## src/hw/rtl/bmf_pkg.sv

```systemverilog
// shared constants and types of the box mean filter
package bmf_pkg;

    localparam int MAX_RADIUS = 11;
    localparam int MAX_WIDTH  = 1024;
    localparam int MAX_HEIGHT = 4096;
    localparam int CHANNELS   = 3;
    localparam int LINES      = 2 * MAX_RADIUS + 2;
    localparam int COL_W      = $clog2(MAX_WIDTH);
    localparam int ROW_W      = $clog2(MAX_HEIGHT);
    localparam int SLOT_W     = $clog2(LINES);
    localparam int ADDR_W     = SLOT_W + COL_W;
    localparam int SUM_W      = 18;
    localparam int DIV_W      = 10;

    localparam logic [1:0] REG_RADIUS = 2'd0;
    localparam logic [1:0] REG_WIDTH  = 2'd1;
    localparam logic [1:0] REG_HEIGHT = 2'd2;

    typedef struct packed {
        logic               start;
        logic signed [13:0] idx;
        logic [12:0]        n;
        logic               slot_en;
    } t_fold_req;

    typedef struct packed {
        logic        done;
        logic [11:0] value;
    } t_fold_rsp;

    typedef struct packed {
        logic clear;
        logic acc;
        logic div_start;
    } t_lane_ctl;

endpackage

```

## src/hw/rtl/bmf_fold.sv

```systemverilog
// reflect-101 index fold with optional reduction to a line store slot
module bmf_fold (
    input  logic                i_clk,
    input  logic                i_rst_n,
    input  bmf_pkg::t_fold_req  i_req,
    output bmf_pkg::t_fold_rsp  o_rsp
);

    localparam logic [2:0] F_IDLE = 3'd0;
    localparam logic [2:0] F_RED  = 3'd1;
    localparam logic [2:0] F_FIX  = 3'd2;
    localparam logic [2:0] F_SLOT = 3'd3;
    localparam logic [2:0] F_DONE = 3'd4;

    logic [2:0]  r_state;
    logic [12:0] r_a;
    logic [12:0] r_n;
    logic [13:0] r_p;
    logic [3:0]  r_s;
    logic [11:0] r_m;
    logic        r_slot_en;

    logic [13:0] w_neg;
    logic [12:0] w_a;
    logic [13:0] w_p;
    logic [13:0] w_pa;
    logic [26:0] w_sh;
    logic [11:0] w_t;
    logic [13:0] w_fix;

    assign w_neg = -i_req.idx;
    assign w_a   = i_req.idx[13] ? w_neg[12:0] : i_req.idx[12:0];
    assign w_p   = {i_req.n - 13'd1, 1'b0};
    assign w_pa  = w_p - {1'b0, w_a};
    assign w_sh  = {13'd0, r_p} << r_s;
    assign w_t   = 12'(bmf_pkg::LINES) << r_s;
    assign w_fix = r_p - {1'b0, r_a};

    always_ff @(posedge i_clk) begin
        if (!i_rst_n) begin
            r_state <= F_IDLE;
        end else begin
            case (r_state)
                F_IDLE: begin
                    if (i_req.start) begin
                        r_n       <= i_req.n;
                        r_p       <= w_p;
                        r_a       <= w_a;
                        r_slot_en <= i_req.slot_en;
                        r_s       <= 4'd12;
                        if (i_req.n <= 13'd1) begin
                            r_m     <= 12'd0;
                            r_state <= F_DONE;
                        end else if (w_a < i_req.n) begin
                            r_m     <= w_a[11:0];
                            r_state <= (i_req.slot_en && w_a >= 13'(bmf_pkg::LINES))
                                       ? F_SLOT : F_DONE;
                            r_s     <= 4'd7;
                        end else if ({1'b0, w_a} < w_p) begin
                            r_m     <= w_pa[11:0];
                            r_state <= (i_req.slot_en && w_pa >= 14'(bmf_pkg::LINES))
                                       ? F_SLOT : F_DONE;
                            r_s     <= 4'd7;
                        end else begin
                            r_state <= F_RED;
                        end
                    end
                end
                F_RED: begin
                    if ({14'd0, r_a} >= w_sh) begin
                        r_a <= r_a - w_sh[12:0];
                    end
                    if (r_s == 4'd0) begin
                        r_state <= F_FIX;
                    end else begin
                        r_s <= r_s - 4'd1;
                    end
                end
                F_FIX: begin
                    r_s <= 4'd7;
                    if (r_a >= r_n) begin
                        r_m     <= w_fix[11:0];
                        r_state <= (r_slot_en && w_fix >= 14'(bmf_pkg::LINES))
                                   ? F_SLOT : F_DONE;
                    end else begin
                        r_m     <= r_a[11:0];
                        r_state <= (r_slot_en && r_a >= 13'(bmf_pkg::LINES))
                                   ? F_SLOT : F_DONE;
                    end
                end
                F_SLOT: begin
                    if (r_m >= w_t) begin
                        r_m <= r_m - w_t;
                    end
                    if (r_s == 4'd0) begin
                        r_state <= F_DONE;
                    end else begin
                        r_s <= r_s - 4'd1;
                    end
                end
                F_DONE: begin
                    r_state <= F_IDLE;
                end
                default: begin
                    r_state <= F_IDLE;
                end
            endcase
        end
    end

    assign o_rsp.done  = (r_state == F_DONE);
    assign o_rsp.value = r_m;

endmodule

```

## config.mk

```make
export PLATFORM = sky130hd
export DESIGN_NAME = bmf_fold
export DESIGN_NICKNAME = d
export VERILOG_FILES = /design/src/hw/rtl/bmf_pkg.sv /design/src/hw/rtl/bmf_fold.sv
export SDC_FILE = /design/constraint.sdc
export NUM_CORES = 1
export LEC_CHECK = 0
export BUFFER_PORTS_ARGS = -buffer_cell sky130_fd_sc_hd__buf_2
export CAP_MARGIN = 20
export CORE_MARGIN = 5
export CORE_UTILIZATION = 45
export DETAILED_ROUTE_END_ITERATION = 16
export GPL_TIMING_DRIVEN = 0
export SYNTH_ARGS = -nofsm -noshare
export SYNTH_HDL_FRONTEND = slang
export SYNTH_SLANG_ARGS = --single-unit
```

## constraint.sdc

```tcl
create_clock -name i_clk -period 8.3 [get_ports i_clk]
set_clock_uncertainty 0.05 [all_clocks]
set_input_delay 0.83 -clock i_clk [delete_from_list [all_inputs] [get_ports i_clk]]
set_output_delay 0.83 -clock i_clk [all_outputs]
set_load 0.02 [all_outputs]
```

# Yosys cells after proc, flatten, opt, wreduce, memory -nomap -nowiden
# Index checks and enable logic that the tools add are counted.
word_totals:
  ff_bits: 59
  latchBits: 0
  ramBits: 0
  rom_bits: 0
  inputBits: 31
  memories: 0
op_classes:
  addsub: 7
  multipliers: 0
  div: 0
  order_cmp: 10
  n_eq_ne: 11
  shift: 2
  n_mux: 29
  n_bitwise: 0
  n_reduce_logical: 15
op_table:
  columns: ["op", "count"]
  rows:
  - ["$mux 12", 6]
  - ["$mux 13", 3]
  - ["$pmux 12 s3", 1]
  - ["$mux 3", 11]
  - ["$ge 14x5->1 const B", 2]
  - ["$sub 14x13->14", 2]
  - ["$ge 13x27->1", 1]
  - ["$shl 14x4->27", 1]
  - ["$ge 13x5->1 const B", 2]
  - ["$pmux 13 s2", 1]
  - ["$mux 4", 5]
  - ["$lt 13x14->1", 1]
  - ["$ge 13x13->1", 1]
  - ["$le 13x1->1 const B", 1]
  - ["$lt 13x13->1", 1]
  - ["$neg 13->13", 1]
  - ["$sub 13x1->13 const B", 1]
  - ["$sub 13x13->13", 1]
  - ["$ge 12x12->1", 1]
  - ["$ne 2x2->1 const B", 6]
  - ["$pmux 3 s4", 1]
  - ["$pmux 4 s3", 1]
  - ["$shl 5x4->12 const A", 1]
  - ["$sub 12x12->12", 1]
  - ["14 further kinds", 21]

# Depth between registers and ports, before layout
depth:
  word_depth: 11
  depth_mapped: 17

# Worst setup path before layout
# OpenSTA, ideal clock, no wires.
synth_timing:
  path_type: "in2reg"
  start: "in i_req[18] in the netlist's numbering"
  end: "reg r_m[0] (enable)"
  arrival_ps: 4583
  t_required_ps: 7854
  path_slack_ps: 3271
  cell_stages: 17
  n_path_buf: 2
  cell_sequence: "or3_1 or2_1 buf_6 o31ai_1 xnor2_1 inv_1 ha_1 clkbuf_1 and4_1 nand2_1 a211oi_1 a211o_1 a21oi_1 o21a_1 nand3_1 a21oi_1 nor3_1"
synth_via:
  elab_chain_cells: 5
  elab_cells_between_ends: 6
  classes_between: "add/sub (1); order compare (2); eq/ne (1); mux (1); reduce/logical (1)"
synth_lines:
  columns: ["element", "line_no", "text"]
  rows:
  - ["from (decl)", "bmf_fold.sv:5", "input bmf_pkg::t_fold_req i_req,"]
  - ["$neg 13->13", "bmf_fold.sv:31", "assign w_neg = -i_req.idx;"]
  - ["$mux 13 (*)", "bmf_fold.sv:32", "assign w_a = i_req.idx[13] ? w_neg[12:0] : i_req.idx[12:0];"]
  - ["$lt 13x14->1 or $lt 13x13->1 (tied branches)", "bmf_fold.sv:59, bmf_fold.sv:54", null]
  - ["$ne 4x4->1 (no line) (*)", null, null]
  - ["$reduce_and 5->1 (no line) (*)", null, null]
  - ["to (signal assigned)", "bmf_fold.sv:55", "r_m <= w_a[11:0];"]
  - ["to (signal assigned)", "bmf_fold.sv:60", "r_m <= w_pa[11:0];"]
  - ["to (signal assigned)", "bmf_fold.sv:82", "r_m <= w_fix[11:0];"]
  - ["to (decl)", "bmf_fold.sv:20", "logic [11:0] r_m;"]
# Every way passes the cells marked *; elsewhere a longest branch is shown, timed or not.
# A chain may end at the register's enable or synchronous reset.

# Worst setup path in the final report
layout_timing:
  start: "in i_req[18] in the netlist's numbering"
  end: "reg r_m[10] (enable)"
# The elaborated chain is that of the path after synthesis.

==> reports/qor.txt <==
status = finished, final reports clean
power per cell area = 229.8 nW/µm²
WL met3 = 1347 µm
Least-Margin Pin Slew = 0.9652 ns
combinational power share = 52.4%
Routability Congestion = 0.9753
WS Path Type = primary input to flip-flop
number of H-tree levels = 3
Post-Syn Area = 6735 µm²
Worst-Skew Late Latency = 0.33 ns
Mapped Avg Cell Area = 8.398 µm²
Reg area = 1742 µm²
Post-Syn Instances = 802
starting density of the core = 46.17%
largest net degree at the start of global routing = 28
Worst-path clk slew = 0.05 ns
ys flop type = edfxtp_1
Pre-antenna DRT Iters = 6
antenna violations before repair = 0
reg2reg path depth = 15
hold buffer count at cts = 0
RSZ-0062 raised after global routing = no
DR vias = 6,452
static leakage = 3.154 nW
Rows = 44
most common cell after layout, fill and taps aside = ha_1
WL met2 = 9926 µm
final period utilization = 64.45%
WL/cell = 20.43 µm
DR vias/cell = 6.162
number of synthesized flops with an enable pin = 56
Distinct cells, synth = 69
CTS sink count = 59
number of fill cells = 1,398
# resized after CTS = 0
final setup fails = 0
Seq/Total Area, Yosys = 25.86%
CP startpoint kind = primary input
Final ANT Viol Nets = 0
Hold Violations, Final = 0
Pwr Total = 1.725 mW
final routed DRC violation total = 0
internal cell power = 0.9953 mW
nets = 971
Area growth syn-to-layout = 11.44%
clk buf depth = 2
fraction of layout cells with a size suffix above 1 = 9.965%
Clock Power Share = 22.4%
P_sw = 0.7295 mW
Max Slew Vio Count = 0
CTS root buf = clkbuf_16
worst endpoint required time = 8.20 ns
antenna cell count = 0
Buffers on Ports = 43
Num CTS Buffers = 9
commonest cells after routing, fill and taps aside = ha_1, inv_1, a21oi_1
asr flop ratio synth = 0%
max_cap viols = 0
Global Route Usage Sum = 24.09%
Post-CTS Setup Inserts = 0
Die ar. = 17,510 µm²
Hold Crit Class = flip-flop to flip-flop
CP Capture Type = flip-flop
fmax = 0.1869 GHz
Post-Route WL = 21,390 µm
first-pass GRT wire length = 33,760 µm
WL met1 = 9529 µm
Die X = 132.3 µm
Worst IR Drop VDD = 97.96 µV
Slew HR = 35.30%
Top Metal Used = met4
Iter 0 DRT Violations = 543
number of I/O pins = 44
multi-input logic area = 4599 µm²
Worst EP arrival = 5.25 ns
post-route minimum period = 5.349 ns
flops & latches, synth = 59
Setup TNS = 0 ns
core area = 14,590 µm²
HPWL after DPL = 17,380 µm
part of the power in registers = 25.2%
Worst Path Max Fanout = 12
synth warn = 0
GRT overflow = 0
Sw Share = 42.30%
Die Y-Extent = 132.3 µm
vias in the first global route = 6,254
Hold Path Depth = 2
Post-Syn Nets = 915
TritonCTS clock tree = yes
[logic make-up after synthesis]
group,Yosys count,synth area share (%)
and+or+nand+nor,239,17.22
xor gates and xnor gates,53,7.003
buffers and inverters,104,5.926
adders and majority gates,82,15.46
AOI/OAI and AO/OA,236,23.41
muxes,29,5.127
DFF,59,25.86
[state kept, by name, summed over array words and instances, names as in the netlist]
signal     count
r_a           13
r_n           13
r_slot_en      1
r_s            4
r_m           12
r_p           13
r_state        3
[metal layers]
layer  GRT usage [%]  vias to the layer above
met5               0                        -
met4           8.314                        0
met3           4.046                       49
met2           38.72                      239
met1           32.80                     3098
li1                -                     3066
[cell usage after synthesis (10+ instances only)]
library cell | count | area [µm²]
nor3_1 | 21 | 105.1
nand2_1 | 58 | 217.7
nor2_1 | 62 | 232.7
edfxtp_1 | 56 | 1682
a21oi_1 | 63 | 315.3
inv_1 | 75 | 281.5
o22ai_1 | 11 | 68.82
clkbuf_1 | 22 | 82.58
mux2i_1 | 21 | 210.2
nand2b_1 | 17 | 106.4
o21a_1 | 14 | 105.1
a211oi_1 | 15 | 112.6
nand4_1 | 13 | 81.33
o21ai_0 | 36 | 180.2
xnor2_1 | 35 | 306.5
or2_2 | 10 | 62.56
o31ai_1 | 10 | 75.07
ha_1 | 80 | 1001
nand3_1 | 20 | 100.1
a21o_1 | 21 | 157.7
xor2_1 | 17 | 148.9
[through the flow]
stage | instances | worst slack [ns] | util [%] | hold slack, ns | area [µm²]
after detailed placement | 1030 | 2.621 | 49.31 | 0.6012 | 7193
after global routing | 1047 | 2.628 | 51.45 | 0.6690 | 7506
after CTS | 1046 | 2.946 | 51.40 | 0.6456 | 7498
after floorplan | 802 | 3.271 | - | 0.5425 | 6735
after global placement | 1029 | 2.234 | 49.22 | 0.6195 | 7181
final | 1047 | 2.951 | 51.45 | 0.6517 | 7506
[final timing paths]
path	start	endpoint	slack [ns]
max	i_req[18]	r_m[10]	2.95
min	r_state[2]	r_s[2]	0.65
max reg2reg	r_s[2]	r_a[8]	3.73
min reg2reg	r_state[2]	r_s[2]	0.65
[power by group through the flow]
stage / Clock, mW / Combinational, mW / Sequential (mW)
floorplan: 0 / 0.633 / 0.437
global placement: 0 / 0.857 / 0.439
detailed placement: 0 / 0.878 / 0.439
CTS: 0.392 / 0.888 / 0.433
global route: 0.404 / 0.997 / 0.438
finish: 0.387 / 0.904 / 0.434
[area by class of cell]
cell class              count  area share [%]
multi-input cells         639           61.28
flip-flops and latches     59           23.20
inverters                  78           3.901
clock buffers              13           3.201
repair buffers             45           3.067
well taps                 184           3.067
plain buffers              26           1.417
clock inverters             3          0.8668
[worst max-delay path, stage by stage]
cell	delay [ns]
buf_2	0.11
or3_1	0.42
or2_1	0.24
buf_6	0.14
o31ai_1	0.31
xnor2_1	0.38
inv_1	0.10
ha_1	0.30
clkbuf_1	0.31
a21oi_1	0.18
o31ai_1	0.34
a211o_1	0.22
a21oi_1	0.09
o21a_1	0.23
nand3_1	0.15
a21oi_1	0.11
nor3_2	0.78
No activity file was read; power rests on OpenSTA's default activity.
