===== config.mk =====
export PLATFORM = sky130hd
export DESIGN_NAME = bmf_out
export DESIGN_NICKNAME = d
export VERILOG_FILES = /design/src/hw/rtl/bmf_pkg.sv /design/src/hw/rtl/bmf_out.sv
export SDC_FILE = /design/constraint.sdc
export NUM_CORES = 1
export LEC_CHECK = 0
export ABC_CLOCK_PERIOD_IN_PS = 2000
export BUFFER_PORTS_ARGS = -buffer_cell sky130_fd_sc_hd__buf_2
export CORE_MARGIN = 2
export CORE_UTILIZATION = 40
export CTS_BUF_LIST = sky130_fd_sc_hd__clkbuf_4 sky130_fd_sc_hd__clkbuf_8 sky130_fd_sc_hd__clkbuf_16
export DETAILED_ROUTE_END_ITERATION = 10
export PLACE_DENSITY = 0.81
export SYNTH_ARGS = -nofsm -noshare
export SYNTH_HDL_FRONTEND = slang
export SYNTH_SLANG_ARGS = --single-unit

===== constraint.sdc =====
create_clock -name i_clk -period 2 [get_ports i_clk]
set_input_delay 0.2 -clock i_clk [delete_from_list [all_inputs] [get_ports i_clk]]
set_output_delay 0.2 -clock i_clk [all_outputs]
set_load 0.01 [all_outputs]

===== src/hw/rtl/bmf_pkg.sv =====
// shared constants and types of the box mean filter
package bmf_pkg;

    localparam int MAX_RADIUS = 11;
    localparam int MAX_WIDTH  = 1024;
    localparam int MAX_HEIGHT = 4096;
    localparam int CHANNELS   = 3;
    localparam int LINES      = 2 * MAX_RADIUS + 2;
    localparam int COL_W      = $clog2(MAX_WIDTH);
    localparam int ROW_W      = $clog2(MAX_HEIGHT);
    localparam int SLOT_W     = $clog2(LINES);
    localparam int ADDR_W     = SLOT_W + COL_W;
    localparam int SUM_W      = 18;
    localparam int DIV_W      = 10;

    localparam logic [1:0] REG_RADIUS = 2'd0;
    localparam logic [1:0] REG_WIDTH  = 2'd1;
    localparam logic [1:0] REG_HEIGHT = 2'd2;

    typedef struct packed {
        logic               start;
        logic signed [13:0] idx;
        logic [12:0]        n;
        logic               slot_en;
    } t_fold_req;

    typedef struct packed {
        logic        done;
        logic [11:0] value;
    } t_fold_rsp;

    typedef struct packed {
        logic clear;
        logic acc;
        logic div_start;
    } t_lane_ctl;

endpackage


===== src/hw/rtl/bmf_out.sv =====
// merge of the lane results into the output register
module bmf_out (
    input  logic       i_clk,
    input  logic       i_rst_n,
    input  logic       i_load,
    input  logic [7:0] i_mean [bmf_pkg::CHANNELS],
    input  logic       i_frame_end,
    input  logic       i_stall,
    output logic       o_free,
    output logic       o_valid,
    output logic [7:0] o_mean_ch0,
    output logic [7:0] o_mean_ch1,
    output logic [7:0] o_mean_ch2,
    output logic       o_frame_end
);

    logic r_valid;

    assign o_free = !r_valid || !i_stall;

    always_ff @(posedge i_clk) begin
        if (!i_rst_n) begin
            r_valid <= 1'b0;
        end else if (i_load && o_free) begin
            r_valid <= 1'b1;
        end else if (!i_stall) begin
            r_valid <= 1'b0;
        end
    end

    always_ff @(posedge i_clk) begin
        if (i_load && o_free) begin
            o_mean_ch0  <= i_mean[0];
            o_mean_ch1  <= i_mean[1];
            o_mean_ch2  <= i_mean[2];
            o_frame_end <= i_frame_end;
        end
    end

    assign o_valid = r_valid;

endmodule


Yosys cells after proc, flatten, opt, wreduce, memory -nomap -nowiden
Cells that the tools add are included.

Register bits: 26. Input port bits: 29. Output and inout port bits: 27.

Mux-type cells: 2. Equality and inequality tests: 1. Reduce and logical (&&, ||, !) cells: 4.

Operators with widths (count): 1-bit logical NOT (2); 1-bit 2-to-1 mux (2); 2-bit by 1-bit != test with 1-bit output (second input constant) (1); 1-bit logical AND (1); 1-bit logical OR (1).

Logic depth before layout (Yosys ltp)
Gate-level depths: netlist of the first run.

Depth after elaboration: 4. Gate-level depth with buffers: 2. Mapped depth without buffers: 2.

Worst setup path before layout of the first run
OpenSTA, ideal clock, no wires.

Path type: register -> register. Start: register r_valid, in the netlist o_valid. End: register o_frame_end, enable pin. Buffers on the path: 0. Path slack: 493 ps. Data arrival time: 1123 ps. Cell stages (with the launch flop): 3. Cells stage by stage: dfxtp_1 -> nand2_1 -> and2_1.

Cells in the longest elaborated chain, start to end: 3.

RTL lines: start: declaration (RTL line bmf_out.sv:17) `logic r_valid;`; start signal: assignment (RTL line bmf_out.sv:23) `r_valid <= 1'b0;`; start signal: assignment (RTL line bmf_out.sv:25) `r_valid <= 1'b1;`; start signal: assignment (RTL line bmf_out.sv:27) `r_valid <= 1'b0;`; 1-bit logical NOT (RTL line bmf_out.sv:19) `assign o_free = !r_valid || !i_stall;`; 1-bit logical OR (RTL line bmf_out.sv:19); via o_free (RTL line bmf_out.sv:9) `output logic o_free,`; 1-bit logical AND (RTL line bmf_out.sv:32) `if (i_load && o_free) begin`; end signal: assignment (RTL line bmf_out.sv:36) `o_frame_end <= i_frame_end;`; end: declaration (RTL line bmf_out.sv:14) `output logic o_frame_end`.

The timed path passes the listed nets, and every way through them passes these cells. A chain may end at the register's enable or synchronous reset.

Worst setup path in the final report of the first run
Start: register r_valid, in the netlist o_valid. End: register o_mean_ch1[0], enable pin.

Cells in the longest elaborated chain, start to end: 3.

RTL lines: 1-bit logical NOT (RTL line bmf_out.sv:19); 1-bit logical OR (RTL line bmf_out.sv:19); 1-bit logical AND (RTL line bmf_out.sv:32); end signal: assignment (RTL line bmf_out.sv:34) `o_mean_ch1 <= i_mean[1];`; end: declaration (RTL line bmf_out.sv:12) `output logic [7:0] o_mean_ch1,`.

Every way passes these cells.

==> results of run 1 <==
-- cell families after synthesis --
group,count (synthesis),share of synthesized area (%)
AND/OR/NAND/NOR,3,2.05
flip-flops,26,97.3
AO/OA/AOI/OAI,1,0.631
-- area by class of cell --
class	count	area (um^2)	area share, %
clock buffers	3	22.5	1.98
clock inverters	1	3.75	0.331
multi-input cells	4	21.3	1.87
flip-flops and latches	26	771	67.9
well taps	27	33.8	2.98
repair buffers	56	283	24.9
-- placed cells by master (no fill, tap or decap) --
cell type,count
dfxtp_1,1
buf_2,55
and2_1,1
clkinv_1,1
buf_4,1
nor2b_1,1
clkbuf_4,3
edfxtp_1,25
a21oi_1,1
nand2_1,1
-- worst paths after layout --
check	end	startpoint	slack, ns
worst min register to register	o_valid	o_valid	0.54
worst max-delay path	o_mean_ch1[0]	o_valid	0.88
worst max register to register	o_mean_ch1[0]	o_valid	0.88
worst min-delay path	o_mean_ch1[2]	i_mean[10]	0.06
-- where the power goes --
| group | switching, mW | internal [mW] | total [mW] | leakage (nW) |
|---|---|---|---|---|
| sequential | 0.00753 | 0.634 | 0.641 | 0.250 |
| combinational | 0.0469 | 0.0422 | 0.0891 | 0.228 |
| clock | 0.135 | 0.0727 | 0.208 | 0.0154 |
-- metrics by stage --
stage / util (%) / setup WS, ns / power [mW] / area, um^2
3_5_place_dp: 57.7 / 0.876 / 0.744 / 1110
4_1_cts: 59.0 / 0.874 / 0.951 / 1130
6_report: 59.0 / 0.883 / 0.938 / 1130
5_1_grt: 59.0 / 0.793 / 0.987 / 1130
2_1_floorplan: - / 0.493 / 0.684 / 792
3_3_place_gp: 57.7 / 0.910 / 0.740 / 1110
-- state kept, by name (all words and copies together), names as in the netlist --
name         count
o_mean_ch1       8
o_frame_end      1
o_valid          1
o_mean_ch2       8
o_mean_ch0       8
-- layer usage --
| layer | vias up | global-route usage (%) |
|---|---|---|
| li1 | 235 | - |
| met1 | 214 | 16.1 |
| met2 | 21 | 21.8 |
| met3 | 2 | 3.40 |
| met4 | 0 | 8.57 |
| met5 | - | 0 |
==> qor.yml, run 1 <==
status: "finished, final reports clean"
vias_per_cell: 4.03
startpoint_type: "flop"
cp.arrival_ns: 1.11
grt_pass1_wl_mm: 2.28
dp.cells: 113
synth_edf_count: 25
drive_gt1_share_pct: 65.6
reg2regPathDepth: 3
cts_hold_repair.buffers: 0
dieHeight_um: 48.5
hp-class: "input pin to flop"
worst_pin_slew_ns: 0.291
syn_to_final_growth_pct: 43.3
cp.required_ns: 2.00
finalNonFillerCells: 117
crit_family: "flip-flops"
grt_pass1_vias: 472
clkLatencyLatePin_ns: 0.30
synth_seq_cells: 26
via_count: 472
cp-end-kind: "flop"
max_clock_freq_mhz: 896
routed_wl_mm: 1.43
holdWs_ns: 0.0598
power.density_nw_per_um2: 827
syn-num-nets: 59
slowest_stage: "dfxtp_1"
met2_length_um: 804
cts.sink_count: 26
drv_slew: 0
crit_type: "flop to flop"
avgRoutedWirePerCell_um: 12.2
clkTransAtPathRegs_ns: 0.12
cp_slowest_stage_delay_ns: 0.34
cts_tree: "built"
final-hold-violation-count: 0
ios: 56
io_buffers: 55
critPathMaxFanout: 25
num_antenna_cells: 0
holdPathStages: 1
cts-buffers-inserted: 3
async_reset_ff_share_pct: 0
grt_antenna_before_repair: 0
yosys.area.top_type_share_pct: 94.8
ctsHtreeMaxLevel: 1
cts-root-buf: "clkbuf_4"
setup_tns_ns: 0
rsz0062_at_grt: "false"
avgSynthCellArea_um2: 26.4
die_area_um2: 2350
drc: 0
start_util_pct: 41.2
grt_max_degree: 26
synth_area_um2: 792
drt_pass1_iterations: 5
grt_overflow_total: 0
synth_cells: 30
maxCapViolations: 0
synth.distinct_cells: 6
fillers: 163
post_cts_buffers: 0
grt_usage_pct: 13.4
detail_route.iter0.violations: 10
ant_nets: 0
cts_resized: 0
synth_area_leaders: "edfxtp_1, dfxtp_1, and2_1"
ys_seq_area_share_pct: 97.3
fin_nets: 120
max-slew-margin-rel_pct: 80.6
leakage_nw: 0.494
finalCriticalPeriod_ns: 1.12
fp-row-count: 16
routed.top_layer: "met4"
gp_congestion: 0.725
final-setup-viol-count: 0
clock_skew_ns: 0.00431
clockBufferDepth: 2
fp.dieW_um: 48.5
synthFlopType: "edfxtp_1"
yosysWarnings: 0
yosysMostFrequentCell: "edfxtp_1"
synth_top_area_cell: "edfxtp_1"
critPathBufInv: 1
coreArea_um2: 1920
wl_met1_um: 527
fin_crit_sh_pct: 55.8
max-vdd-ir-drop_v: 0.000447
wl_met3_um: 86
cp.depth: 3
worstPathCellList: "nand2_1 > and2_1 > buf_4"
Power figures use the tool's default switching activity.
==> run 2, diff against run 1 <==
- ABC_AREA: not set -> 1
- ABC_CLOCK_PERIOD_IN_PS: 2000 -> 1050
- CORE_UTILIZATION: 40 -> 39
- PLACE_DENSITY: 0.81 -> 0.79
- clock period: 2 -> 1.05 ns (I/O delays scaled with it)
==> qor.yml, run 2 <==
holdWs_ns: 0.0645  # +0.00467 ns
rsz0062_at_grt: "false"
cts-root-buf: "clkbuf_4"
combPwrFrac_pct: 13.6  # +4.1 points
fp-row-count: 16  # unchanged
clkTransAtPathRegs_ns: 0.12  # about the same
grt_usage_pct: 17.7  # +4.3 points
hold_start: "i_stall"
dp.cells: 114  # +0.88%
max-slew-margin-rel_pct: 91.0  # +10 points
synthFlopType: "edfxtp_1"
ctsHtreeMaxLevel: 1  # unchanged
drv_slew: 0  # unchanged
layout_common_cells: "buf_2, dlygate4sd3_1, edfxtp_1, clkbuf_4, inv_1"
max_clock_freq_mhz: 984  # +9.9%
io_buffers: 55  # unchanged
final_common_cell: "buf_2"
busiest_layer: "met2"
gp_congestion: 0.704  # -2.9%
dieHeight_um: 49.2  # +1.5%
drive_gt1_share_pct: 54.7  # -11 points
power.density_nw_per_um2: 1370  # +66%
grt_antenna_before_repair: 0  # unchanged
grt_pass1_vias: 671  # +42%
cp.required_ns: 1.08  # -0.92 ns
leakage_nw: 0.623  # +26%
coreArea_um2: 1940  # +1.0%
yosysMostFrequentCell: "edfxtp_1"
ys_seq_area_share_pct: 96.6  # -0.76 points
grt_pass1_wl_mm: 3.09  # +35%
finalCriticalPeriod_ns: 1.02  # -0.100 ns
cp_slowest_stage_delay_ns: 0.38  # +0.04 ns
cp.arrival_ns: 1.05  # -0.06 ns
ant_nets: 0  # unchanged
clkLatencyLatePin_ns: 0.31  # about the same
met1_usage_pct: 16.9  # +0.81 points
detail_route.iter0.violations: 19  # +9
syn-num-nets: 60  # +1.7%
worstPathCellList: "a21oi_4 > buf_12"
fp.dieW_um: 49.2  # +1.5%
reg2regPathDepth: 2  # -1
max-vdd-ir-drop_v: 0.00115  # +160%
fin_crit_sh_pct: 96.8  # +41 points
grtUsageMet2_pct: 33.8  # +12 points
clkPwrFrac_pct: 24.3  # +2.1 points
grt_overflow_total: 0  # unchanged
worst_hold_path.endpoint: "o_valid"
dp_hpwl_mm: 1.16
num_antenna_cells: 0  # unchanged
slowest_stage: "dfxtp_4"
use_met3_pct: 4.91  # +1.5 points
synth_area_leaders: "edfxtp_1, dfxtp_1, a21oi_2"
fin_nets: 147  # +23%
finalPower_mw: 1.97  # +110%
critPathMaxFanout: 25  # unchanged
maxCapViolations: 0  # unchanged
via_count: 621  # +32%
worst_pin_slew_ns: 0.136  # -0.155 ns
final-hold-violation-count: 0  # unchanged
vias_per_cell: 4.31  # +6.9%
clockBufferDepth: 2  # unchanged
synth_cells: 31  # +3.3%
fillers: 126  # -23%
final-setup-viol-count: 0  # unchanged
synth_area_um2: 798  # +0.79%
synth.distinct_cells: 6  # unchanged
synth_top_area_cell: "edfxtp_1"
synth_seq_cells: 26  # unchanged
drc: 0  # unchanged
synth_edf_count: 25  # unchanged
die_area_um2: 2420  # +3.1%
finalNonFillerCells: 144  # +23%
yosys.area.top_type_share_pct: 94.0  # -0.74 points
start_util_pct: 41.1  # -0.10 points
cts_tree: "built"
cts-buffers-inserted: 3  # unchanged
synth_common_cells: "edfxtp_1, inv_1"
r2r-end: "o_mean_ch0[3]"
pwr-share-seq_pct: 62.1  # -6.2 points
startpoint_type: "flop"
cts.sink_count: 26  # unchanged
drt_pass1_iterations: 4  # -1
r2r-start: "o_valid"
grt_max_degree: 26  # unchanged
yosysWarnings: 0  # unchanged
avgSynthCellArea_um2: 25.8  # -2.5%
holdPathStages: 3  # +2
syn_to_final_growth_pct: 80.3
async_reset_ff_share_pct: 0  # unchanged
finish.utilization_pct: 74.1  # +15 points
switching_power_uw: 400  # +110%
internal_power_mw: 1.57  # +110%
reg.largest.list: "o_mean_ch0 x8, o_mean_ch1 x8, o_mean_ch2 x8"
routed_wl_mm: 2.04  # +43%
hp-class: "input pin to flop"
status: "finished, final reports clean"
ios: 56  # unchanged
crit_type: "flop to flop"
p_sw_share_pct: 20.3  # +0.087 points
regToRegSetupSlack_ns: 0.03  # -0.85 ns
cp-end-kind: "flop"
clock_skew_ns: 0.00331  # -0.00100 ns
avgRoutedWirePerCell_um: 14.2  # +16%
run 2: cell types whose count changed after synthesis, sizes merged:
cell / change
inv: +2
a21oi: +1
nor2b: -1
and2: -1
run 2: logic make-up (layout without fill, tap and decap cells):
group / count (synthesis) / count (layout) / share of synthesized area (%)
simple gates: 1 / 1 / 0.784
compound gates: 2 / 2 / 1.72
flops: 26 / 26 / 96.6
buf+inv: 2 / 88 / 0.941
run 2: worst max-delay path by stage:
stage | start | to | cells after the start
2_1_floorplan | o_valid | o_frame_end | 1
3_3_place_gp | o_valid | o_mean_ch1[1] | 2
3_5_place_dp | o_valid | o_mean_ch1[6] | 2
4_1_cts | o_valid | o_free | 2
5_1_grt | o_valid | o_free | 2
6_report | o_valid | o_mean_ch0[3] | 2
run 2: worst max-delay path, delay by kind of cell (launching register included):
family          cells  cell delay, ns
flops               1            0.38
buf+inv             1            0.19
compound gates      1            0.16
run 2: power by group through the flow:
| stage | logic [mW] | registers (mW) | clock network [mW] |
|---|---|---|---|
| finish | 0.267 | 1.22 | 0.478 |
| global route | 0.284 | 1.23 | 0.527 |
| CTS | 0.263 | 1.22 | 0.491 |
| detailed placement | 0.188 | 1.25 | 0 |
| global placement | 0.184 | 1.25 | 0 |
| floorplan | 0.0279 | 1.28 | 0 |
run 2: cell type report:
type                    count  area [um^2]  area share [%]
flip-flops and latches     26          774            53.8
repair buffers             82          556            38.6
clock buffers               4         36.3            2.52
well taps                  27         33.8            2.35
multi-input cells           3         31.3            2.17
inverters                   2         7.51           0.522
run 2: repair_timing:
action / 4_1_cts / 5_1_grt
hold buffers: 26 / 0
hold endpoints to repair: 26 / 0
setup buffers: 0 / 0
setup endpoints to repair: 0 / 1
resized for setup: 0 / 1
run 2: metrics by stage:
| stage | setup TNS [ns] | setup slack (ns) | instance area [um^2] |
|---|---|---|---|
| floorplan | -4.29 | -0.171 | 811 |
| global placement | 0 | 0.0764 | 1140 |
| detailed placement | 0 | 0.0586 | 1140 |
| CTS | 0 | 0.0359 | 1440 |
| global route | 0 | 0.00650 | 1440 |
| finish | 0 | 0.0336 | 1440 |
run 2: metal layers:
metal	vias up	routed length, um
li1	291	-
met1	293	677
met2	29	1220
met3	8	82
met4	0	68
met5	-	0
