==> src/hw/rtl/bmf_pkg.sv <==
// shared constants and types of the box mean filter
package bmf_pkg;

    localparam int MAX_RADIUS = 11;
    localparam int MAX_WIDTH  = 1024;
    localparam int MAX_HEIGHT = 4096;
    localparam int CHANNELS   = 3;
    localparam int LINES      = 2 * MAX_RADIUS + 2;
    localparam int COL_W      = $clog2(MAX_WIDTH);
    localparam int ROW_W      = $clog2(MAX_HEIGHT);
    localparam int SLOT_W     = $clog2(LINES);
    localparam int ADDR_W     = SLOT_W + COL_W;
    localparam int SUM_W      = 18;
    localparam int DIV_W      = 10;

    localparam logic [1:0] REG_RADIUS = 2'd0;
    localparam logic [1:0] REG_WIDTH  = 2'd1;
    localparam logic [1:0] REG_HEIGHT = 2'd2;

    typedef struct packed {
        logic               start;
        logic signed [13:0] idx;
        logic [12:0]        n;
        logic               slot_en;
    } t_fold_req;

    typedef struct packed {
        logic        done;
        logic [11:0] value;
    } t_fold_rsp;

    typedef struct packed {
        logic clear;
        logic acc;
        logic div_start;
    } t_lane_ctl;

endpackage

==> src/hw/rtl/bmf_lane.sv <==
// one channel lane: window accumulator and restoring divider
module bmf_lane (
    input  logic                              i_clk,
    input  logic                              i_rst_n,
    input  bmf_pkg::t_lane_ctl                i_ctl,
    input  logic [7:0]                        i_sample,
    input  logic [bmf_pkg::DIV_W-1:0]         i_divisor,
    output logic [7:0]                        o_mean,
    output logic                              o_busy
);

    logic [bmf_pkg::SUM_W-1:0] r_sum;
    logic [bmf_pkg::SUM_W-1:0] r_q;
    logic [bmf_pkg::DIV_W:0]   r_rem;
    logic [bmf_pkg::DIV_W-1:0] r_d;
    logic [4:0]                r_cnt;
    logic                      r_busy;
    logic [bmf_pkg::DIV_W:0]   w_sh;

    assign w_sh = {r_rem[bmf_pkg::DIV_W-1:0], r_q[bmf_pkg::SUM_W-1]};

    always_ff @(posedge i_clk) begin
        if (i_ctl.clear) begin
            r_sum <= '0;
        end else if (i_ctl.acc) begin
            r_sum <= r_sum + {{(bmf_pkg::SUM_W-8){1'b0}}, i_sample};
        end
    end

    always_ff @(posedge i_clk) begin
        if (!i_rst_n) begin
            r_busy <= 1'b0;
        end else if (i_ctl.div_start) begin
            r_busy <= 1'b1;
            r_q    <= r_sum;
            r_rem  <= '0;
            r_d    <= i_divisor;
            r_cnt  <= 5'(bmf_pkg::SUM_W);
        end else if (r_busy) begin
            if (w_sh >= {1'b0, r_d}) begin
                r_rem <= w_sh - {1'b0, r_d};
                r_q   <= {r_q[bmf_pkg::SUM_W-2:0], 1'b1};
            end else begin
                r_rem <= w_sh;
                r_q   <= {r_q[bmf_pkg::SUM_W-2:0], 1'b0};
            end
            r_cnt <= r_cnt - 5'd1;
            if (r_cnt == 5'd1) begin
                r_busy <= 1'b0;
            end
        end
    end

    assign o_mean = r_q[7:0];
    assign o_busy = r_busy;

endmodule

==> config.mk <==
export PLATFORM = sky130hd
export DESIGN_NAME = bmf_lane
export DESIGN_NICKNAME = d
export VERILOG_FILES = /design/src/hw/rtl/bmf_pkg.sv /design/src/hw/rtl/bmf_lane.sv
export SDC_FILE = /design/constraint.sdc
export NUM_CORES = 1
export LEC_CHECK = 0
export ABC_CLOCK_PERIOD_IN_PS = 3250
export BUFFER_PORTS_ARGS = -buffer_cell sky130_fd_sc_hd__buf_2
export CAP_MARGIN = 25
export CORE_MARGIN = 8
export CORE_UTILIZATION = 59
export DETAILED_ROUTE_END_ITERATION = 10
export PLACE_DENSITY = 0.79
export SLEW_MARGIN = 0
export SYNTH_ARGS = -nofsm -noshare
export SYNTH_HDL_FRONTEND = slang
export SYNTH_SLANG_ARGS = --single-unit
==> constraint.sdc <==
create_clock -name i_clk -period 3.25 [get_ports i_clk]
set_clock_uncertainty 0.1 [all_clocks]
set_input_delay 0.4875 -clock i_clk [delete_from_list [all_inputs] [get_ports i_clk]]
set_output_delay 0.4875 -clock i_clk [all_outputs]
set_load 0.02 [all_outputs]
* Word level (Yosys, flattened, before mapping)
Cells that the tools add are included.
** Word-level totals
- Logic and storage cells :: 23
- Output and inout bits :: 9
- Flip-flop bits (word level) :: 62
- Input bits :: 23
** Operators by class
- Muxes and demuxes :: 9
- Eq/ne operators :: 1
- Reduce and logical (&&, ||, !) cells :: 3
- Order comparisons :: 1
- $add $sub $neg :: 3
** Operators with widths (count)
- $mux 18 :: 2
- $mux 10 :: 2
- $add 18x8->18 :: 1
- $ge 11x10->1 :: 1
- $sub 10x10->10 :: 1
- $eq 5x1->1 const B :: 1
- $mux 5 :: 1
- $sub 5x1->5 const B :: 1
- $mux 1 :: 4
- $reduce_and 2->1 :: 2
- $reduce_bool 2->1 :: 1

* Logic depth before layout (Yosys ltp)
Gate-level depths: netlist of run 1.
- Depth after elaboration :: 4
- Depth in mapped cells :: 10
- Mapped depth without buffers :: 10

* Worst setup path before layout of run 1
OpenSTA, ideal clock, no wires.
- Path type :: flip-flop to flip-flop
- Start :: reg r_rem[7] (netlist name)
- End :: reg r_rem[2] (netlist name) (data pin)
- Setup slack :: 0.951 ns
- Required time :: 2.884 ns
- Data arrival time :: 1.933 ns
- Clock period less this slack :: 2.299 ns
- Library setup time :: 0.266 ns
- Stages on the path, launching flop included :: 9
- Buffers on the path :: 1
- Cells stage by stage :: edfxtp_1 > ha_1 > a21oi_4 > o311ai_1 > a311o_1 > a21oi_2 > buf_6 > mux2i_1 > nor2_1
** Between the ends
- Longest elaborated chain between the ends :: 3
** Ends and longest elaborated chain
- start: declaration :: RTL line bmf_lane.sv:14 : logic [bmf_pkg::DIV_W:0] r_rem;
- start signal: assignment :: RTL line bmf_lane.sv:41 : r_rem <= w_sh - {1'b0, r_d};
- start signal: assignment :: RTL line bmf_lane.sv:44 : r_rem <= w_sh;
- $ge 11x10->1 :: RTL line bmf_lane.sv:40 : if (w_sh >= {1'b0, r_d}) begin
- $mux 10 :: RTL line bmf_lane.sv:40
- $mux 10 :: RTL line bmf_lane.sv:39 : end else if (r_busy) begin
No other way between the ends. The select of a mux whose other input is x is not followed.
A chain may end at the register's enable or synchronous reset.

* Final worst setup path of run 1
- Start :: reg r_rem[5] (netlist name)
- End :: reg r_rem[2] (netlist name) (data pin)
The elaborated chain is that of the path after synthesis.

==> results of run 1 <==
[worst reg2reg max path, cell delays in order (launching register included)]
cell and delay [ns]:
edfxtp_1 0.40, ha_1 0.38, a21oi_1 0.20, o311ai_1 0.12, a311o_1 0.37, a21oi_2 0.31
buf_4 0.26, mux2i_1 0.24, nor2_1 0.07
[state kept, by name (all words and copies together), names as in the netlist]
name    cells
o_busy      1
r_sum      18
r_cnt       5
r_rem      10
r_q        18
r_d        10
[final cells by class]
type | instances | share of cell area [%]
Timing Repair Buffer | 34 | 4.72
Inverter | 24 | 2.39
Tap cell | 72 | 2.39
Multi-Input combinational cell | 208 | 41.2
Clock buffer | 12 | 4.42
Clock inverter | 4 | 0.531
Sequential cell | 62 | 44.4
[worst min path at each step]
stage	depth (start not counted)	end	start	slack (ns)
finish	1	r_d[2]	i_divisor[2]	0.22
global route	1	r_d[8]	i_divisor[8]	0.21
CTS	1	r_d[2]	i_divisor[2]	0.21
detailed placement	2	r_sum[7]	r_sum[7]	0.40
global placement	2	r_sum[17]	r_sum[17]	0.38
floorplan	2	r_sum[17]	r_sum[17]	0.35
[layer usage]
metal	wire length, µm	GRT usage, %
met4	97	6.44
met3	174	3.10
met1	3060	20.9
met2	3050	26.2
met5	0	0
[kinds of logic (layout without fill, tap and decap cells)]
group	after synthesis	after routing	synth area share (%)
XOR/XNOR	19	19	4.88
AND/OR/NAND/NOR	82	82	11.8
adder cells (fa/ha/maj)	22	22	8.51
flip-flops	62	62	49.0
AO/OA/AOI/OAI	54	54	10.6
multiplexers	31	31	9.72
buffers and inverters	40	74	5.50
[through the flow]
step | hold WS, ns | std cells | setup slack, ns | cell area, µm²
after global placement | 0.380 | 400 | 0.662 | 3580
after CTS | 0.206 | 416 | 0.604 | 3770
final | 0.221 | 416 | 0.584 | 3770
after floorplan | 0.355 | 310 | 0.951 | 3410
after global routing | 0.214 | 416 | 0.439 | 3770
after detailed placement | 0.403 | 400 | 0.604 | 3580
[synthesized netlist by cell type (5+ instances only)]
cell type / instances
nand2_1: 13
ha_1: 20
mux2_2: 17
o21ai_0: 10
nand3_1: 10
or3_1: 5
nor2_1: 29
buf_4: 8
a21oi_1: 14
a31oi_1: 5
mux2i_1: 14
dfxtp_1: 19
a211oi_1: 5
edfxtp_1: 43
xnor2_1: 10
xor2_1: 9
o21a_1: 5
inv_1: 24
[power groups by stage]
stage                     clock network [mW]  logic (mW)  registers, mW
after floorplan                            0       0.359          0.959
after global placement                     0       0.429          0.966
after detailed placement                   0       0.439          0.970
after CTS                              0.643       0.445          0.953
after global routing                   0.674       0.496          0.961
final                                  0.628       0.446          0.952
==> metrics, run 1 <==
status=completed; CTS Root Cell=clkbuf_8; FF/Latch Area=0.00167 mm²; Cell Chain, Critical Path=ha_1, a21oi_1, o311ai_1, a311o_1, a21oi_2, buf_4, mux2i_1, nor2_1; fin crit period=2.67 ns; first-pass GRT wire length=11100 µm; crit end category=flop; largest cells by area after synthesis=edfxtp_1 38%, dfxtp_1 11%, ha_1 7.3%; Total Power=2.03 mW; via count=2355; Crit path max-delay family=compound AO/OA/AOI/OAI gates; GP Congestion=0.859; syn nets=355; Synth top area share=37.9%; setup violators final=0; Worst Tran Pin Value=0.635 ns; reg2reg setup slack=0.58 ns; library cells used by synthesis=43; Hold Crit Class=input port to flop; commonest non-fill, non-tap cell in the layout=edfxtp_1; n_diodes=0; CP Buf/Inv Count=1; clock latency on the worst-skew pair=0.34 ns; footprint of the multi-input gates=0.00155 mm²; post-CTS sizing=0; Max-cap violations=0; EDFF count, synth=43; r2r worst-path depth=8; switching share of power=28.3%; Hold Buf Count CTS=0; final core utilization=68.0%; final wirelength=6380 µm; gr usage total=16.2%; CP Class=flop to flop; Slew Limit Fails=0; Reg-to-Reg End=r_rem[2]; Slew HR=57.5%; largest net degree at the start of global routing=35; RSZ-0062 raised after global routing=no; CTS tree=yes; post-CTS setup buffers=0; area grow syn2layout=10.5%; Sum Neg Setup Slack=0 ns; Power Density=538 mW/mm²; maximum VDD drop=315 µV; DIE HEIGHT=92.0 µm; Async SR Flop Fraction=0%; sequential fraction of the synthesis area=49.0%; Initial Utilization=61.6%; Worst setup endpoint=r_rem[2]; Syn Std Cell Area=0.00341 mm²; clock buffer depth=2; power share of the clock group=31.0%; Leak Pwr=1.58 nW; WL per Instance=15.3 µm; first drt pass iteration count=4; Critical Path Start Type=flop; most frequent cells in the layout=43 x edfxtp_1, 31 x buf_2, 29 x nor2_1; Die ar.=0.00847 mm²; layout cell share with drive strength beyond 1=20.3%; num rows=27; critical path launch point=r_rem[5]; cells after synthesis=310; post-synth top area cell=edfxtp_1; CTS buffer count=9; crit-path max cell delay=0.40 ns; CP max stage cell=edfxtp_1; Crit Path Max Fanout=7; Post-layout nets=384; Net Switching=0.573 mW; H-tree depth=3; Port-buffer cells=31; Crit path required time=3.24 ns; synthesis-stage register bit count=62; I/O pins=32; origin of the critical flop-to-flop path=r_rem[5]; Syn Area/Cell=11.0 µm²; Syn. warnings=0; Clock Sinks=62; internal cell power=1.45 mW; Fin. Hold Viols=0; vias per cell=5.66; final worst-path cycle share=82.0%; Overflow after GRT=0; f_max=0.375 GHz; Post-route DRC=0; vias in the first global route=2335; final-layout fill cell count=425; Reg clk slew, reported paths=0.08 ns; combinational share of power=22.0%; critical path arrival=2.66 ns; Post-DP HPWL=4470 µm; count of antenna-violating nets left after detailed routing=0; Levels on crit path=8; Main synth FF type=edfxtp_1; area of the core=0.00554 mm²; Initial DRC Count=118; die width=92.0 µm; initial antenna violation count=0; Seq pwr share=47.0%
Note: power is estimated with default switching activity, not from simulation.
==> inputs of run 2 (changes only) <==
--- a/config.mk
+++ b/config.mk
@@ -5,13 +5,13 @@
 export SDC_FILE = /design/constraint.sdc
 export NUM_CORES = 1
 export LEC_CHECK = 0
-export ABC_CLOCK_PERIOD_IN_PS = 3250
+export ABC_CLOCK_PERIOD_IN_PS = 2300
 export BUFFER_PORTS_ARGS = -buffer_cell sky130_fd_sc_hd__buf_2
 export CAP_MARGIN = 25
 export CORE_MARGIN = 8
-export CORE_UTILIZATION = 59
+export CORE_UTILIZATION = 53
 export DETAILED_ROUTE_END_ITERATION = 10
-export PLACE_DENSITY = 0.79
+export PLACE_DENSITY = 0.75
 export SLEW_MARGIN = 0
 export SYNTH_ARGS = -nofsm -noshare
 export SYNTH_HDL_FRONTEND = slang
==> constraint.sdc (replaced) <==
create_clock -name i_clk -period 2.3 [get_ports i_clk]
set_clock_uncertainty 0.1 [all_clocks]
set_input_delay 0.345 -clock i_clk [delete_from_list [all_inputs] [get_ports i_clk]]
set_output_delay 0.345 -clock i_clk [all_outputs]
set_load 0.02 [all_outputs]
==> run 2 against run 1 <==
Effect of this change: combinational power up 72%; register-to-register slack lost 0.54 ns; die area rose by 9.3%; global-route usage down 0.42 points; cell count increased by 6.7%; sequential power grew 42%; clock power up 62%; count of clock-buffer cells in the layout decreased by 1; highest routed layer unchanged.
==> metrics, run 2 (same netlist as run 1, synthesis figures left out) <==
Initial DRC Count=147; Max-cap violations=0; non-filler cells, final=444; Crit Path Max Fanout=4; via count=2457; I/O pins=32; DIE HEIGHT=96.2 µm; H-tree depth=3; commonest non-fill, non-tap cell in the layout=edfxtp_1; largest net degree at the start of global routing=35; final wirelength=7000 µm; most frequent cells in the layout=43 x edfxtp_1, 32 x buf_2, 29 x nor2_1; FF/Latch Area=0.00167 mm²; area grow syn2layout=19.6%; first-pass GRT wire length=11100 µm; GR Util met2=27.6%; gr usage total=15.8%; CTS buffer count=9; setup violators final=0; fin crit period=2.25 ns; final worst-path cycle share=97.9%; Sum Neg Setup Slack=0 ns; RSZ-0062 raised after global routing=yes; GRT met3 Usage=3.28%; maximum VDD drop=535 µV; first drt pass iteration count=4; Initial Utilization=54.3%; placed cells=420; Port-buffer cells=31; WL per Instance=15.8 µm; Power Density=771 mW/mm²; n_diodes=0; WHS=0.0745 ns; f_max=0.444 GHz; top flop regs=r_q x18, r_sum x18; clock latency on the worst-skew pair=0.34 ns; count of antenna-violating nets left after detailed routing=0; die width=96.2 µm; area of the core=0.00628 mm²; Post-route DRC=0; vias in the first global route=2498; Crit path required time=2.37 ns; Most Crowded Layer GR=met2; grt met1 use=17.3%; crit end category=flop; footprint of the multi-input gates=0.00166 mm²; Die ar.=0.00926 mm²; Leak Pwr=1.70 nW; layout cell share with drive strength beyond 1=30.0%; Post-DP HPWL=4720 µm; Critical Path Start Type=flop; Reg clk slew, reported paths=0.07 ns; Overflow after GRT=0; Worst Tran Pin Value=0.542 ns; initial antenna violation count=0; CTS tree=yes; GP Congestion=0.857; clock buffer depth=2; Slew Limit Fails=0; CP Class=flop to flop; Clock Sinks=62; Post-layout nets=407; Fin. Hold Viols=0; status=completed; final-layout fill cell count=485; CTS Root Cell=clkbuf_8; vias per cell=5.53; Hold Crit Class=input port to flop; num rows=29; Slew HR=63.9%; critical path arrival=2.32 ns
run 2: layout make-up:
class / instances / share of cell area [%]
Clock buffer: 11 / 3.22
Clock inverter: 5 / 1.81
Inverter: 24 / 2.21
Multi-Input combinational cell: 208 / 40.6
Sequential cell: 62 / 41.0
Tap cell: 77 / 2.36
Timing Repair Buffer: 57 / 8.81
run 2: per-layer routing:
| metal | wire, µm | share of wire [%] |
|---|---|---|
| met1 | 3000 | 43 |
| met2 | 3600 | 51 |
| met3 | 218 | 3.1 |
| met4 | 186 | 2.7 |
| met5 | 0 | 0 |
run 2: path summary, 6_finish.rpt:
path	from	to	slack [ns]	cells past startpoint
setup / recovery	r_rem[0]	r_rem[0]	0.05	8
setup reg to reg	r_rem[0]	r_rem[0]	0.05	8
hold reg to reg	r_sum[17]	r_sum[17]	0.42	2
hold / removal	i_divisor[4]	r_d[4]	0.07	1
run 2: stage by stage:
step | cell area, µm² | worst slack (ns) | util (%) | total power [mW]
CTS | 3960 | 0.00906 | 63.1 | 3.09
global route | 4080 | -0.0285 | 65.0 | 3.29
global placement | 3700 | -0.0195 | 58.9 | 2.02
finish | 4080 | 0.0474 | 65.0 | 3.14
detailed placement | 3700 | -0.0705 | 58.9 | 2.04
floorplan | 3410 | 0.00148 | - | 1.86
run 2: critical path, stage by stage (launching register included):
cell and delay [ns]:
edfxtp_1 0.43, ha_1 0.33, nor2b_1 0.16, o21bai_2 0.19, nand3b_1 0.14, a21oi_2 0.24, buf_2 0.22, nor2b_1 0.07
a211oi_2 0.21
run 2: power by group:
| part | switching, mW | total (mW) | internal [mW] |
|---|---|---|---|
| logic | 0.394 | 0.768 | 0.374 |
| clock network | 0.421 | 1.02 | 0.604 |
| registers | 0.0525 | 1.35 | 1.30 |
run 2: what timing repair did:
item,CTS,global route
hold buffers,0,0
gates cloned,0,1
pin swaps,1,14
setup buffers,0,7
gates resized for setup,7,17
setup endpoints to repair,9,15
==> inputs of run 3 (changes only) <==
--- a/config.mk
+++ b/config.mk
@@ -5,13 +5,14 @@
 export SDC_FILE = /design/constraint.sdc
 export NUM_CORES = 1
 export LEC_CHECK = 0
+export ABC_AREA = 1
 export ABC_CLOCK_PERIOD_IN_PS = 2300
 export BUFFER_PORTS_ARGS = -buffer_cell sky130_fd_sc_hd__buf_2
-export CAP_MARGIN = 25
 export CORE_MARGIN = 8
-export CORE_UTILIZATION = 53
+export CORE_UTILIZATION = 54
 export DETAILED_ROUTE_END_ITERATION = 10
-export PLACE_DENSITY = 0.75
+export MAX_ROUTING_LAYER = met4
+export PLACE_DENSITY = 0.76
 export SLEW_MARGIN = 0
 export SYNTH_ARGS = -nofsm -noshare
 export SYNTH_HDL_FRONTEND = slang
==> run 3 against run 2 <==
Effect of this change: non-clock buffer count is 24 lower; maximum frequency up 4.2%; flip-flop and latch count stayed put; worst hold slack gained 0.016 ns; critical path type unchanged; largest power group unchanged.
==> metrics, run 3 <==
RSZ-0062 raised after global routing=no; EDFF count, synth=43; Initial Utilization=55.5%; Die ar.=0.00987 mm²; Main synth FF type=edfxtp_1; Synth top area share=34.4%; area of the core=0.00676 mm²; mux share of post-synthesis cell area=0%; largest family of logic cells by synthesized area=simple AND/OR/NAND/NOR gates; Post-DP HPWL=5450 µm; final worst-path cycle share=94.0%; CTS Root Cell=clkbuf_8; n_diodes=0; synthesis-stage register bit count=62; Port-buffer cells=31; placed cells=563; setup violators final=0; Post-layout nets=539; I/O pins=32; clock latency on the worst-skew pair=0.33 ns; CTS tree=yes; Critical Path Start Type=flop; Initial DRC Count=138; count of antenna-violating nets left after detailed routing=0; cells after synthesis=466; sequential fraction of the synthesis area=44.6%; Overflow after GRT=0; Sum Neg Setup Slack=0 ns; Async SR Flop Fraction=0%; non-filler cells, final=579; Fin. Hold Viols=0; Slew Limit Fails=0; WL per Instance=12.9 µm; first-pass GRT wire length=12900 µm; Max-cap violations=0; complex-gate fraction of the synthesized area=7.37%; first drt pass iteration count=4; Most Frequent Cell on Critical Path=nand2_4; gr usage total=16.4%; Reg clk slew, reported paths=0.07 ns; area grow syn2layout=9.81%; final wirelength=7470 µm; critical path arrival=2.14 ns; Power Density=731 mW/mm²; post-synth top area cell=edfxtp_1; simple-gate share of the synthesized area=28.4%; die width=99.3 µm; largest net degree at the start of global routing=34; cell with the most instances after synthesis=nand2_1; Syn Std Cell Area=0.00375 mm²; maximum VDD drop=458 µV; Crit path required time=2.28 ns; Syn Area/Cell=8.05 µm²; crit-path max cell delay=0.43 ns; via count=2974; met3 wire len=223 µm; vias per cell=5.14; vias in the first global route=2880; clock buffer depth=2; num rows=30; Syn. warnings=0; CP max stage cell=edfxtp_1; Crit Path Max Fanout=12; library cells used by synthesis=36; post-CTS setup buffers=0; Slew HR=69.5%; initial antenna violation count=0; status=completed; Leak Pwr=1.94 nW; top flop regs=r_q x18, r_sum x18; Post-route DRC=0; GP Congestion=0.920; Clock Sinks=62; Cell Chain, Critical Path=ha_1, nand2_2, nor2_4, nand2_2, nand2_4, nand2_4, nand2_4, inv_2, nor2_1, nor2_2; most frequent cells in the layout=126 x nand2_1, 69 x inv_1, 43 x nor2_1, 43 x edfxtp_1, 31 x buf_2; CTS buffer count=9; synth cell count leaders=126 x nand2_1, 69 x inv_1, 43 x edfxtp_1, 43 x nor2_1, 25 x nand3_1; DIE HEIGHT=99.3 µm; top routing layer used=met4; syn nets=511; fin crit period=2.16 ns; Adder-Cell Fraction of Synth Area=7.74%; largest cells by area after synthesis=edfxtp_1 34%, nand2_1 13%, dfxtp_1 10%; f_max=0.463 GHz; H-tree depth=3; met2 WL post-DR=3690 µm; Worst Tran Pin Value=0.457 ns; layout cell share with drive strength beyond 1=17.2%; Metal-1 WL=3430 µm; Hold Crit Class=input port to flop; commonest non-fill, non-tap cell in the layout=nand2_1; Post-Synth XOR/XNOR Area=1.63%; crit end category=flop; CP Class=flop to flop
run 3: kinds of logic after synthesis:
group | Yosys count
buffers and inverters | 90
and+or+nand+nor | 236
AOI/OAI and AO/OA | 49
xor gates and xnor gates | 7
adders and majority gates | 22
DFF | 62
run 3: power by group:
part | total, mW | internal, mW | switching, mW
Sequential | 1.37 | 1.31 | 0.0571
Clock | 0.892 | 0.492 | 0.400
Combinational | 0.749 | 0.270 | 0.479
Total | 3.01 | 2.07 | 0.936
run 3: routing by layer:
layer | global-route usage [%] | vias up
met3 | 4.47 | 11
met1 | 18.4 | 1367
met4 | 5.47 | 0
met2 | 27.6 | 48
li1 | - | 1548
met5 | - | -
run 3: through the flow:
stage	worst slack [ns]	power, mW	hold slack (ns)	area [µm²]	util, %
3_5_place_dp	0.146	2.13	0.404	3930	58.1
2_1_floorplan	0.347	1.99	0.344	3750	-
5_1_grt	0.00626	3.19	0.0670	4120	61.0
4_1_cts	0.135	3.03	0.0642	4110	60.8
6_report	0.138	3.01	0.0905	4120	61.0
3_3_place_gp	0.165	2.11	0.382	3930	58.1
run 3: area by class of cell:
cell class                      count  area (µm²)
Inverter                           74         278
Timing Repair Buffer               33         183
Fill cell                         604        2640
Tap cell                           80         100
Clock buffer                       11         131
Clock inverter                      5        50.0
Sequential cell                    62        1670
Multi-Input combinational cell    314        1710
run 3: worst paths after layout:
kind	from	endpoint	slack, ns	depth (start not counted)
setup reg to reg	r_rem[4]	r_rem[0]	0.14	10
setup / recovery	r_rem[4]	r_rem[0]	0.14	10
hold / removal	i_divisor[3]	r_d[3]	0.09	1
hold reg to reg	o_busy	o_busy	0.41	2
run 3: what timing repair did:
action | CTS | global route
endpoints found under the setup margin | 0 | 5
gates resized for setup | 0 | 4
hold buffers | 0 | 0
run 3: critical path: cells and delay by family, from the launching register on:
family	cells	cell delay (ns)
buffers and inverters	1	0.12
and+or+nand+nor	8	0.84
DFF	1	0.43
adders and majority gates	1	0.42
